### config.mk
export PLATFORM = sky130hd
export DESIGN_NAME = mqtt_packet_deframer
export DESIGN_NICKNAME = d
export VERILOG_FILES = /design/src/hw/rtl/mqd_pkg.sv /design/src/hw/rtl/mqd_parse.sv /design/src/hw/rtl/mqtt_packet_deframer.sv
export SDC_FILE = /design/constraint.sdc
export NUM_CORES = 1
export LEC_CHECK = 0
export BUFFER_PORTS_ARGS = -buffer_cell sky130_fd_sc_hd__buf_2
export CELL_PAD_IN_SITES_DETAIL_PLACEMENT = 0
export CELL_PAD_IN_SITES_GLOBAL_PLACEMENT = 2
export CORE_UTILIZATION = 38
export CTS_BUF_LIST = sky130_fd_sc_hd__clkbuf_8 sky130_fd_sc_hd__clkbuf_16
export CTS_CLUSTER_SIZE = 25
export DETAILED_ROUTE_END_ITERATION = 6
export GPL_TIMING_DRIVEN = 0
export PLACE_DENSITY = 0.79
export SLEW_MARGIN = 20
export SYNTH_ARGS = -nofsm -noshare
export SYNTH_HDL_FRONTEND = slang
export SYNTH_SLANG_ARGS = --single-unit
### constraint.sdc
create_clock -name clock -period 5.7 [get_ports clock]
set_clock_uncertainty 0.1 [all_clocks]
set_input_delay 0.285 -clock clock [delete_from_list [all_inputs] [get_ports clock]]
set_output_delay 0.285 -clock clock [all_outputs]
set_load 0.02 [all_outputs]
### src/hw/rtl/mqd_pkg.sv
// Shared types and constants for the MQTT packet deframer.
package mqd_pkg;

   // Default cap on the number of remaining-length bytes
   localparam int MAX_LENGTH_BYTES_DEF = 4;

   // Packet type of PUBLISH, taken from the header byte 0x30
   localparam logic [3:0] TYPE_PUBLISH = 4'(8'h30 >> 4);

   // Byte kind codes
   localparam logic [2:0] KIND_HEADER = 3'd0;
   localparam logic [2:0] KIND_LENGTH = 3'd1;
   localparam logic [2:0] KIND_TLEN   = 3'd2;
   localparam logic [2:0] KIND_TOPIC  = 3'd3;
   localparam logic [2:0] KIND_PID    = 3'd4;
   localparam logic [2:0] KIND_PAY    = 3'd5;
   localparam logic [2:0] KIND_OTHER  = 3'd6;

   // Error codes
   localparam logic [1:0] ERR_NONE     = 2'd0;
   localparam logic [1:0] ERR_LEN_LONG = 2'd1;
   localparam logic [1:0] ERR_TOPIC    = 2'd2;

   // One result item
   typedef struct packed {
      logic [2:0]  byte_kind;
      logic [3:0]  packet_type;
      logic [3:0]  packet_flags;
      logic [27:0] remaining_length;
      logic [7:0]  byte_value;
      logic        end_of_packet;
      logic [1:0]  error_code;
   } mqd_result_type;

endpackage

### src/hw/rtl/mqd_parse.sv
// Parser state and per-byte classification for the MQTT packet deframer.
module mqd_parse
   import mqd_pkg::*;
#(
   parameter int MAX_LENGTH_BYTES = MAX_LENGTH_BYTES_DEF
) (
   input  logic           clock,
   input  logic           reset,
   input  logic           step,
   input  logic [7:0]     in_byte,
   output mqd_result_type result
);

   typedef enum logic [1:0] {
      PH_HEADER,
      PH_LENGTH,
      PH_BODY
   } phase_type;

   localparam logic [2:0] MaxCount = 3'(MAX_LENGTH_BYTES);

   phase_type      phase_ff, phase_in;
   logic [3:0]     type_ff, type_in;
   logic [3:0]     flags_ff, flags_in;
   logic [27:0]    accum_ff, accum_in;
   logic [2:0]     lcount_ff, lcount_in;
   logic [27:0]    body_ff, body_in;
   logic [15:0]    topic_ff, topic_in;
   mqd_result_type result_ff, result_in;

   logic [27:0]    len_add;
   logic [28:0]    body_next;
   logic           last;
   logic           has_pid;
   logic [15:0]    topic_full;
   logic [16:0]    need;
   logic [16:0]    topic_end;
   logic [16:0]    pid_end;

   // Place the 7-bit length group at its weight
   always_comb begin
      case (lcount_ff[1:0])
         2'd0:    len_add = {21'b0, in_byte[6:0]};
         2'd1:    len_add = {14'b0, in_byte[6:0], 7'b0};
         2'd2:    len_add = {7'b0, in_byte[6:0], 14'b0};
         default: len_add = {in_byte[6:0], 21'b0};
      endcase
   end

   // Body position bookkeeping
   assign body_next  = {1'b0, body_ff} + 29'd1;
   assign last       = body_next >= {1'b0, accum_ff};
   assign has_pid    = |flags_ff[2:1];
   assign topic_full = {topic_ff[15:8], in_byte};
   assign need       = 17'd2 + {1'b0, topic_full} + (has_pid ? 17'd2 : 17'd0);
   assign topic_end  = 17'd2 + {1'b0, topic_ff};
   assign pid_end    = 17'd4 + {1'b0, topic_ff};

   // Classify the byte and compute the next parser state
   always_comb begin
      phase_in  = phase_ff;
      type_in   = type_ff;
      flags_in  = flags_ff;
      accum_in  = accum_ff;
      lcount_in = lcount_ff;
      body_in   = body_ff;
      topic_in  = topic_ff;

      result_in.byte_kind     = KIND_OTHER;
      result_in.byte_value    = in_byte;
      result_in.end_of_packet = 1'b0;
      result_in.error_code    = ERR_NONE;

      unique case (phase_ff)
         PH_HEADER: begin
            result_in.byte_kind = KIND_HEADER;
            type_in   = in_byte[7:4];
            flags_in  = in_byte[3:0];
            accum_in  = '0;
            lcount_in = '0;
            body_in   = '0;
            topic_in  = '0;
            phase_in  = PH_LENGTH;
         end
         PH_LENGTH: begin
            result_in.byte_kind = KIND_LENGTH;
            accum_in  = accum_ff + len_add;
            lcount_in = lcount_ff + 3'd1;
            if (!in_byte[7]) begin
               if (accum_in == 28'd0) begin
                  result_in.end_of_packet = 1'b1;
                  phase_in = PH_HEADER;
               end else begin
                  body_in  = '0;
                  phase_in = PH_BODY;
               end
            end else if (lcount_in >= MaxCount) begin
               // length field too long: drop the packet
               result_in.error_code = ERR_LEN_LONG;
               phase_in = PH_HEADER;
            end
         end
         PH_BODY: begin
            if (type_ff == TYPE_PUBLISH) begin
               if (body_ff == 28'd0) begin
                  result_in.byte_kind = KIND_TLEN;
                  topic_in = {in_byte, 8'h00};
                  if (last) begin
                     result_in.error_code = ERR_TOPIC;
                  end
               end else if (body_ff == 28'd1) begin
                  result_in.byte_kind = KIND_TLEN;
                  topic_in = topic_full;
                  if ({11'b0, need} > accum_ff) begin
                     result_in.error_code = ERR_TOPIC;
                  end
               end else if (body_ff < {11'b0, topic_end}) begin
                  result_in.byte_kind = KIND_TOPIC;
               end else if (has_pid && (body_ff < {11'b0, pid_end})) begin
                  result_in.byte_kind = KIND_PID;
               end else begin
                  result_in.byte_kind = KIND_PAY;
               end
            end
            body_in = body_next[27:0];
            if (last) begin
               result_in.end_of_packet = 1'b1;
               phase_in = PH_HEADER;
            end
         end
         default: begin
            phase_in = PH_HEADER;
         end
      endcase

      result_in.packet_type      = type_in;
      result_in.packet_flags     = flags_in;
      result_in.remaining_length = accum_in;
   end

   // Hold state and the result register; advance only on a step
   always_ff @(posedge clock) begin
      if (reset) begin
         phase_ff  <= PH_HEADER;
         type_ff   <= '0;
         flags_ff  <= '0;
         accum_ff  <= '0;
         lcount_ff <= '0;
         body_ff   <= '0;
         topic_ff  <= '0;
      end else if (step) begin
         phase_ff  <= phase_in;
         type_ff   <= type_in;
         flags_ff  <= flags_in;
         accum_ff  <= accum_in;
         lcount_ff <= lcount_in;
         body_ff   <= body_in;
         topic_ff  <= topic_in;
      end
      if (step) begin
         result_ff <= result_in;
      end
   end

   assign result = result_ff;

endmodule

### src/hw/rtl/mqtt_packet_deframer.sv
// An accepted item passes through the input register and then the result register.
// Throughput: one byte per cycle, unless rsp_ready holds back the result register.
// While a finished result waits on rsp_ready, an empty input register takes one more item.
// Reset (synchronous, active high) empties both registers and returns the parser
// to expecting a header byte; no clearing pass is needed.
// Top level of the MQTT packet deframer.
module mqtt_packet_deframer
   import mqd_pkg::*;
#(
   parameter int MAX_LENGTH_BYTES = MAX_LENGTH_BYTES_DEF
) (
   input  logic        clock,
   input  logic        reset,
   input  logic        req_valid,
   output logic        req_ready,
   input  logic [7:0]  req_in_byte,
   output logic        rsp_valid,
   input  logic        rsp_ready,
   output logic [2:0]  rsp_byte_kind,
   output logic [3:0]  rsp_packet_type,
   output logic [3:0]  rsp_packet_flags,
   output logic [27:0] rsp_remaining_length,
   output logic [7:0]  rsp_byte_value,
   output logic        rsp_end_of_packet,
   output logic [1:0]  rsp_error_code
);

   logic           in_valid_ff, in_valid_in;
   logic [7:0]     in_byte_ff;
   logic           rsp_valid_ff, rsp_valid_in;
   logic           advance;
   mqd_result_type result;

   // Move the pipeline when the result register is free or being drained
   assign advance     = !rsp_valid_ff || rsp_ready;
   assign req_ready   = advance || !in_valid_ff;
   assign in_valid_in = req_ready ? req_valid : in_valid_ff;
   assign rsp_valid_in = advance ? in_valid_ff : rsp_valid_ff;

   always_ff @(posedge clock) begin
      if (reset) begin
         in_valid_ff  <= 1'b0;
         rsp_valid_ff <= 1'b0;
      end else begin
         in_valid_ff  <= in_valid_in;
         rsp_valid_ff <= rsp_valid_in;
      end
      if (req_valid && req_ready) begin
         in_byte_ff <= req_in_byte;
      end
   end

   mqd_parse #(
      .MAX_LENGTH_BYTES(MAX_LENGTH_BYTES)
   ) u_parse (
      .clock   (clock),
      .reset   (reset),
      .step    (advance && in_valid_ff),
      .in_byte (in_byte_ff),
      .result  (result)
   );

   assign rsp_valid            = rsp_valid_ff;
   assign rsp_byte_kind        = result.byte_kind;
   assign rsp_packet_type      = result.packet_type;
   assign rsp_packet_flags     = result.packet_flags;
   assign rsp_remaining_length = result.remaining_length;
   assign rsp_byte_value       = result.byte_value;
   assign rsp_end_of_packet    = result.end_of_packet;
   assign rsp_error_code       = result.error_code;

endmodule

# After elaboration in Yosys (flattened, before gate mapping)
# Cells that the tools add are included.
# word_totals
ff_bits	145
latchBits	0
mem_bits_rw	0
mem_bits_ro	0
in_bits	12
out_inout_bits	52
elab_cells	98
mem_count	0
# op_classes
n_addsub	7
multipliers	0
n_div	0
magnitude_cmp	5
n_eq_ne	13
shift	0
mux	35
bitwise	0
reduce_logical	20
# ops
operator	n
one-hot mux 28 bit (3 select lines)	2
logical NOT 28 bit	2
less-than comparator 28 x 17 -> 1 bit	2
two-way mux 28 bit	2
one-hot mux 28 bit (2 select lines)	1
adder 2 x 16 -> 17 bit, first input constant	2
two-way mux 16 bit	2
one-hot mux 16 bit (2 select lines)	1
adder 28 x 1 -> 29 bit, second input constant	1
>= comparator 29 x 28 -> 1 bit	1
adder 28 bit	1
equality test 28 x 1 -> 1 bit, second input constant	1
> comparator 17 x 28 -> 1 bit	1
two-way mux 2 bit	11
adder 17 bit	1
adder 3 x 16 -> 17 bit, first input constant	1
two-way mux 3 bit	4
one-hot mux 3 bit (2 select lines)	2
AND reduction 4 bit	3
one-hot mux 3 bit (3 select lines)	1
two-way mux 4 bit	2
two-way mux 8 bit	1
!= test 2 x 1 -> 1 bit, second input constant	3
one-hot mux 2 bit (3 select lines)	1
other kinds (18)	31

# Longest topological paths before layout
# Gate-level depths: netlist (run 1).
# logic_depth
word_depth	9
depth_mapped	19
mapped_depth_nobuf	19

# Hierarchy
# A second synthesis (run 1) with hierarchy kept.
# unflattened
hier_cells	1272
area_unflattened_um2	10892.9
# modules_own_cells
mod	n_inst	cells_per_inst	area_each_um2	seq_area_each_um2
mqd_parse	1	1254	10548.9	3203.1
mqtt_packet_deframer	1	18	344.1	280.3

# Least setup slack after synthesis (run 1)
# No wires, ideal clock.
# synth_path
path_kind	register to register
from	register u_parse.lcount_ff[0]
to	register u_parse.body_ff[0]
setup_ns	0.125
arrival_ns	4.162
t_required_ns	5.475
path_slack_ns	1.313
path_stages_with_launch	18
path_buffers	1
period_less_slack_ns	4.387
cell_sequence	dfxtp_1 > ha_1 > nor2b_1 > and2_1 > ha_1 > inv_1 > fa_1 > nand2b_1 > a211o_1 > a2111oi_4 > o21a_2 > o211ai_2 > and2_1 > a2111o_1 > or3_4 > a21boi_4 > buf_6 > o22ai_1
# synth_via
elab_chain_cells	6
elab_cells_between_ends	8
classes_between	add/sub (1); eq/ne (3); mux (1); reduce/logical (3)
# synth_lines
element	line	source
from (decl)	mqd_parse.sv:26	logic [2:0] lcount_ff, lcount_in;
from (signal assigned)	mqd_parse.sv:156	lcount_ff <= lcount_in;
equality test 2 bit (tied with other cells)	mqd_parse.sv:42	case (lcount_ff[1:0])
one-hot mux 28 bit (3 select lines) *	mqd_parse.sv:42	
adder 28 bit *	mqd_parse.sv:87	accum_in = accum_ff + len_add;
logical NOT 28 bit *	mqd_parse.sv:90	if (accum_in == 28'd0) begin
!= test 2 bit (no line) *	n/a	
AND reduction 4 bit (no line) *	n/a	
to (signal assigned)	mqd_parse.sv:157	body_ff <= body_in;
to (decl)	mqd_parse.sv:27	logic [27:0] body_ff, body_in;
# Every way passes the cells marked *; elsewhere a longest branch is shown, timed or not.
# A chain may end at the register's enable or synchronous reset.

# Final worst setup path (run 1)
# Ends and elaborated chain as after synthesis.

==> metrics.txt, run 1 <==
ANT cells 0; EDFF count, synth 58; initial antenna violation count 0; final hold vios 0; largest net degree at the start of global routing 45; syn nets approximately 1.5k; pre-CTS setup slack ~0.087 ns; chip height 174 um; Filler Cell Count approximately 3.0k; first-pass GRT wire length 61500 um; CTS clk-pin slew, worst paths approximately 0.070 ns; path depth of the worst reg2reg path 16; Worst Path Buf+Inv 2; wire length per cell about 22 um; final net count between 1.5k and 2k; maxcap violations 0; Min-Delay Path Class in -> reg; Power per Cell Area 208 nW/um2; IO Port Bufs 63; leading post-synthesis cells by cell area dfxtp_1 (16%), edfxtp_1 (16%), ha_1 (14%); Clk Latency, worst-skew pair 0.46 ns; Post-Layout Cell Count 1859; layout cell share with drive strength beyond 1 just under 9%; Slowest-stage cell, CP nor2b_1; CP arrival 5.55 ns; Core ar. 28900 um2; status completed; sequential fraction of the synthesis area 31.1%; Die Span X 174 um; DR pass1 iterations 5; synthesized area 11200 um2; post-synth cell types 73; die area between 30000 and 40000 um2; largest area contributor in the netlist dfxtp_1; RSZ-0062 raised after global routing false; prevailing post-synth register cell dfxtp_1; Yosys warnings 0; Startpoint Class flip-flop; post-route minimum period about 5.3 ns; delay-heaviest family, CP simple AND/OR/NAND/NOR gates; detailed placer's ending HPWL 31400 um; fmax 188 MHz; DR vias 10.5k; setup ws final 0.383 ns; Slew Viols, Final 0; Hold Slack 0.0589 ns; design area 12800 um2; Worst path max stage delay approximately 0.55 ns; syn avg cell area 8.20 um2; CTS max path bufs 2; Final Power 2.66 mW; Placed Cells incl. Taps approximately 1.8k; Initial Utilization 38.8%; Area Overhead vs Synth 14.3%; Worst Setup SP u_parse.lcount_ff[0]$_SDFFE_PP0P_; vias in the first global route 10.0k; critical path class reg -> reg; Max-slew headroom a little over a third; CTS tree built; final worst path period share 93.3%; clk sink count 145; post-synth top area share between 15 and 20%; Post-Syn Instances 1366; R2R Path Start u_parse.lcount_ff[0]$_SDFFE_PP0P_; CP max FO 10; CTS Buf Count 17; final setup vio count 0; LEAKAGE 5.00 nW; DRT antenna net count 0; Hold Crit Start rsp_ready; num rows 62; Peak VDD IR 194 uV; post-synthesis register bit count 145; grt ovf 0; Hold Path Sink rsp_valid$_SDFFE_PP0P_; root buffer selected by CTS clkbuf_16; Final GP Congestion 0.890; setup TNS 0 ns; # IOs 64; crit path cell chain ha_1 -> nor2b_1 -> and2_1 -> ha_1 -> clkbuf_2 -> nand2_1 -> nor3_1 -> nor3_1 -> a21oi_1 -> a21oi_1 -> or3b_2 -> nand3b_1 -> or3_4 -> a21boi_4 -> buf_6 -> o22ai_1; crit end category flip-flop; Worst Hold Path Cells 4; FF-to-FF setup slack ~0.38 ns; Core Util, Final 44.3%; vias per inst 5.63; htree depth 4; initial drt markers approximately 810; RR Endpoint u_parse.body_ff[0]$_SDFFE_PP0P_; CP required just under 6 ns; Slew @ Worst Pin 0.952 ns; Area after DPL 12000 um2; Post-synth ARST share 0%; Total Routing Usage GR 27.3%; final WL 40600 um; # DRC 0
[layer usage]
metal  global-route usage [%]  vias to the layer above  wire length (um)
li1                         -                     5108                 -
met1                     38.2                     4987             19400
met2                     41.2                      326             17500
met3                     6.27                       54              2670
met4                     8.88                        0              1050
met5                        0                        -                 0
[cell usage in the layout, fill, tap and decap left out, types with 9 or more instances in the layout]
| cell | Yosys | final |
|---|---|---|
| nand2_1 | 214 | 214 |
| ha_1 | 121 | 121 |
| a21oi_1 | 100 | 100 |
| dfxtp_1 | 87 | 87 |
| nor2_1 | 75 | 75 |
| o21ai_0 | 69 | 69 |
| buf_2 | 3 | 66 |
| inv_1 | 63 | 63 |
| edfxtp_1 | 58 | 58 |
| clkbuf_1 | 56 | 55 |
| xnor2_1 | 45 | 45 |
| nand3_1 | 42 | 42 |
| and2_1 | 38 | 38 |
| xor2_1 | 36 | 36 |
| nand4_1 | 32 | 32 |
| nor2b_1 | 30 | 29 |
| o31ai_1 | 26 | 26 |
| a21o_1 | 26 | 26 |
| o211ai_1 | 24 | 24 |
| or3_1 | 21 | 21 |
| nor3_1 | 20 | 20 |
| clkbuf_16 | 0 | 17 |
| o21a_1 | 15 | 15 |
| and3_1 | 14 | 14 |
| nor4_1 | 12 | 12 |
| mux2_2 | 10 | 10 |
| nand2b_1 | 9 | 9 |
| dlygate4sd3_1 | 0 | 9 |
[tightest hold or removal path, cell delays in order]
cell and delay, ns:
buf_2 0.07, nor2b_1 0.06, nor2_1 0.10, nor2_1 0.05
[synthesized netlist by cell type, types with 4 or more instances]
| cell | instances |
|---|---|
| o211ai_1 | 24 |
| buf_1 | 8 |
| o21ai_1 | 4 |
| and4_1 | 4 |
| mux2_2 | 10 |
| inv_1 | 63 |
| o31ai_1 | 26 |
| nor2b_1 | 30 |
| edfxtp_1 | 58 |
| nand2b_1 | 9 |
| clkbuf_1 | 56 |
| nor2_1 | 75 |
| nor4_1 | 12 |
| nand2_1 | 214 |
| and2_1 | 38 |
| and3_1 | 14 |
| a2111oi_0 | 5 |
| o2111ai_1 | 5 |
| nand3_1 | 42 |
| a21o_1 | 26 |
| o41ai_1 | 7 |
| o21ai_0 | 69 |
| a22oi_1 | 8 |
| a21oi_1 | 100 |
| nor3b_1 | 4 |
| ha_1 | 121 |
| xnor2_1 | 45 |
| a211o_1 | 5 |
| or3_1 | 21 |
| dfxtp_1 | 87 |
| o21a_1 | 15 |
| nor3_1 | 20 |
| mux2i_1 | 8 |
| a31oi_1 | 8 |
| xor2_1 | 36 |
| nand4_1 | 32 |
[logic make-up (layout without fill, tap and decap cells)]
logic type | count (synthesis) | count (layout) | synth area share, %
fa+ha+maj | 122 | 122 | 13.7
simple gates | 528 | 528 | 22.9
compound gates | 339 | 339 | 19.7
buf+inv | 133 | 242 | 4.58
mux | 18 | 18 | 1.72
xor+xnor | 81 | 81 | 6.34
flops | 145 | 145 | 31.1
[timing repair]
item,CTS,global route
resized for setup,0,2
buffers inserted,0,4
hold buffers,9,0
hold endpoints to repair,9,0
endpoints found under the setup margin,0,29
[power by group]
| group | switching (mW) | internal, mW | leakage (nW) | total, mW |
|---|---|---|---|---|
| Clock | 0.563 | 0.677 | 0.309 | 1.24 |
| Sequential | 0.0212 | 1.11 | 1.26 | 1.13 |
| Combinational | 0.201 | 0.0879 | 3.43 | 0.288 |
[flip-flops by register name, summed over array words and instances (netlist names)]
name	cells
u_parse.topic_ff	16
u_parse.body_ff	28
in_byte_ff	8
u_parse.accum_ff	28
u_parse.phase_ff	2
u_parse.type_ff	4
rsp_valid	1
u_parse.lcount_ff	3
u_parse.flags_ff	4
in_valid_ff	1
u_parse.result	50
[worst max path at each step]
stage	to	depth (start not counted)
6_report	u_parse.body_ff[0]$_SDFFE_PP0P_	16
5_1_grt	u_parse.body_ff[9]$_SDFFE_PP0P_	16
4_1_cts	u_parse.body_ff[10]$_SDFFE_PP0P_	17
3_5_place_dp	u_parse.body_ff[10]$_SDFFE_PP0P_	17
3_3_place_gp	u_parse.body_ff[10]$_SDFFE_PP0P_	17
2_1_floorplan	u_parse.body_ff[0]$_SDFFE_PP0P_	17
[layout make-up]
type,count,area [um2],area share [%]
multi-input combinational,1088,7210,56.3
sequential,145,3480,27.2
tap,384,480,3.76
timing repair buffer,77,463,3.62
clock buffer,17,425,3.33
buffer,70,280,2.19
inverter,63,236,1.85
clock inverter,15,215,1.68
No activity file was read; power rests on OpenSTA's default activity.
==> run 2, diff against run 1 <==
ABC_AREA = 1   (was default)
CORE_ASPECT_RATIO = 2   (was default)
CORE_UTILIZATION = 35   (was 38)
==> run 2 against run 1 <==
Cell area rose by 3.7%. Register-to-register slack improved by 0.70 ns. Non-clock buffer count fell by 28. Maximum frequency rose by 15%. Die area rose by 14%. Routed wire length rose by 14%. Synthesized area rose by 4.9%. Power rose by 16%. Hold slack got worse by 0.030 ns. First-iteration DRC count fell by 37%. Largest power group is now sequential cells. Highest routed layer unchanged.
==> metrics.txt, run 2 <==
DRT antenna net count 0 (unchanged); Final GP Congestion 0.901 (+1.3%); Adder-Cell Fraction of Synth Area 13.1% (-0.64 points); Post-synth ARST share 0% (unchanged); first-pass GRT wire length 69500 um (+13%); final setup vio count 0 (unchanged); chip height 261 um (+50%); Core ar. 32900 um2 (+14%); CP required 5.92 ns (about the same); LEAKAGE 6.39 nW (+28%); commonest cells in the netlist nand2_1 (458), inv_1 (282), nor2_1 (150), a21oi_1 (148), ha_1 (121); Slew @ Worst Pin 0.906 ns (-0.0461 ns); num rows 94 (+52%); synthesized area 11700 um2 (+4.9%); Startpoint Class flip-flop; mux cell area share after synthesis 0% (-1.7 points); most frequent cell on the critical path nand2_1; post-synth cell types 45 (-38%); # IOs 64 (unchanged); Power per Cell Area 232 nW/um2 (+12%); post-synth top area share 14.8% (-0.72 points); prevailing post-synth register cell dfxtp_1; Slew Viols, Final 0 (unchanged); die area 34300 um2 (+14%); main combinational cell family by area after synthesis simple AND/OR/NAND/NOR gates; CTS clk-pin slew, worst paths 0.07 ns (about the same); gr busiest metal met2; root buffer selected by CTS clkbuf_16; dominant cell by count in the synthesized netlist nand2_1; Initial Utilization 35.7% (-3.1 points); post-synthesis register bit count 145 (unchanged); CP arrival 4.84 ns (-0.71 ns); ANT cells 0 (unchanged); Synth Area in Compound Gates 12.5% (-7.2 points); sequential fraction of the synthesis area 29.7% (-1.4 points); Synth Area in XOR/XNOR 3.88% (-2.5 points); IO Port Bufs 62 (-1.6%); syn nets 1884 (+26%); Post-Synth Simple-Gate Area 29.8% (+6.9 points); post-route minimum period 4.62 ns (-0.696 ns); detailed placer's ending HPWL 39100 um (+25%); # DRC 0 (unchanged); CTS tree built; maxcap violations 0 (unchanged); Slowest-stage cell, CP fa_1; CP max FO 10 (unchanged); leading post-synthesis cells by cell area dfxtp_1 (15%), edfxtp_1 (15%), nand2_1 (15%); Total Routing Usage GR 27.6% (+0.32 points); critical path class reg -> reg; final worst path period share 81.1% (-12 points); syn avg cell area 6.71 um2 (-18%); crit path cell chain ha_1 -> clkbuf_1 -> nor3_1 -> ha_1 -> inv_1 -> fa_1 -> inv_1 -> nand3_1 -> nand2_2 -> nand2_1 -> nand2_1 -> nand2_1 -> nand2_1 -> nand3_1 -> nor2_1 -> nand2_1 -> nor2_1 -> nand3_1 -> nor2_4 -> nand3_4 -> buf_2 -> a21oi_1 -> nor2_1; grt ovf 0 (unchanged); EDFF count, synth 58 (unchanged); crit end category flip-flop; Die Span X 132 um (-24%); Area Overhead vs Synth 13.0%; commonest non-fill, non-tap cell in the layout nand2_1; status completed; initial antenna violation count 0 (unchanged); clk sink count 145 (unchanged); Max-slew headroom 39.6% (+3.6 points); vias per inst 5.08 (-9.8%); Placed Cells incl. Taps 2244 (+24%); met2 Use GR 56.5% (+15 points); Post-Syn Instances 1750 (+28%); DR pass1 iterations 5 (unchanged); Clk Latency, worst-skew pair 0.44 ns (-0.02 ns); max reg flops 50 (unchanged); most frequent cells in the layout nand2_1 (458), inv_1 (281), nor2_1 (150); DR vias 11.6k (+11%); RSZ-0062 raised after global routing false; vias in the first global route 11.8k (+18%); wire length per cell 20.4 um (-6.8%); Post-Layout Cell Count 2284 (+23%); initial drt markers 508 (-37%); CTS max path bufs 2 (unchanged); Yosys warnings 0 (unchanged); global routing usage on met3 2.73% (-3.5 points); CTS Buf Count 17 (unchanged); layout cell share with drive strength beyond 1 7.56% (-1.4 points); Worst path max stage delay 0.42 ns (-0.13 ns); met1 usage 24.4% (-14 points); setup TNS 0 ns (unchanged); largest net degree at the start of global routing 56 (+24%); largest area contributor in the netlist dfxtp_1; final net count 1973 (+24%); fmax 216 MHz (+15%); final hold vios 0 (unchanged); final WL 46500 um (+14%); htree depth 4 (unchanged); Peak VDD IR 189 uV (-2.9%); Min-Delay Path Class in -> reg; Post-CTS Setup Inserts 0 (unchanged)
==> run 2: what timing repair did <==
item | CTS | global route
hold buffers | 8 | 0
gates resized for setup | 0 | 0
setup endpoints to repair | 0 | 0
hold endpoints to repair | 8 | 0
==> run 2: area by class of cell <==
cell class | count | area [um2]
Clock inverter | 14 | 144
Sequential cell | 145 | 3480
Fill cell | 3619 | 19700
Timing Repair Buffer | 70 | 390
Buffer | 49 | 213
Multi-Input combinational cell | 1266 | 6960
Tap cell | 432 | 541
Clock buffer | 18 | 439
Inverter | 290 | 1090
==> run 2: worst max-delay path, delay by kind of cell (launching register included) <==
family / cells / cell delay, ns
adder cells (fa/ha/maj): 3 / 0.98
AND/OR/NAND/NOR: 15 / 2.14
AO/OA/AOI/OAI: 1 / 0.15
buffers and inverters: 4 / 0.77
flip-flops: 1 / 0.36
==> run 2: logic make-up after synthesis <==
family          Yosys count
simple gates            818
buf+inv                 339
compound gates          274
flops                   145
fa+ha+maj               122
xor+xnor                 52
==> run 2: worst paths after layout <==
path,start,end,slack [ns],cells after the start
worst min-delay path,req_valid,in_valid_ff$_SDFFE_PP0N_,0.03,3
worst max-delay path,u_parse.lcount_ff[1]$_SDFFE_PP0P_,u_parse.body_ff[24]$_SDFFE_PP0P_,1.08,23
worst min register to register,in_byte_ff[4]$_DFFE_PP_,u_parse.result[7]$_DFFE_PP_,0.34,0
worst max register to register,u_parse.lcount_ff[1]$_SDFFE_PP0P_,u_parse.body_ff[24]$_SDFFE_PP0P_,1.08,23
==> run 2: report_power, final <==
group | switching, mW | total (mW) | internal (mW) | leakage [nW]
Combinational | 0.494 | 0.726 | 0.232 | 4.83
Clock | 0.536 | 1.13 | 0.593 | 0.285
Sequential | 0.0789 | 1.23 | 1.15 | 1.27
Total | 1.11 | 3.08 | 1.97 | 6.39
==> run 2: stage by stage <==
stage	power [mW]	cell area, um2	setup WS, ns	hold slack (ns)	util [%]
floorplan	1.70	11700	2.35	0.284	-
global placement	1.97	12600	1.04	0.333	38.2
detailed placement	1.97	12600	1.05	0.337	38.3
CTS	3.11	13300	1.01	0.0189	40.3
global route	3.24	13300	0.751	0.0445	40.3
finish	3.08	13300	1.08	0.0291	40.3
==> run 2: layer usage <==
layer	vias to the layer above	wire, um
met5	-	0
met4	0	3560
met3	121	1110
met2	258	26300
met1	5351	15500
li1	5873	-
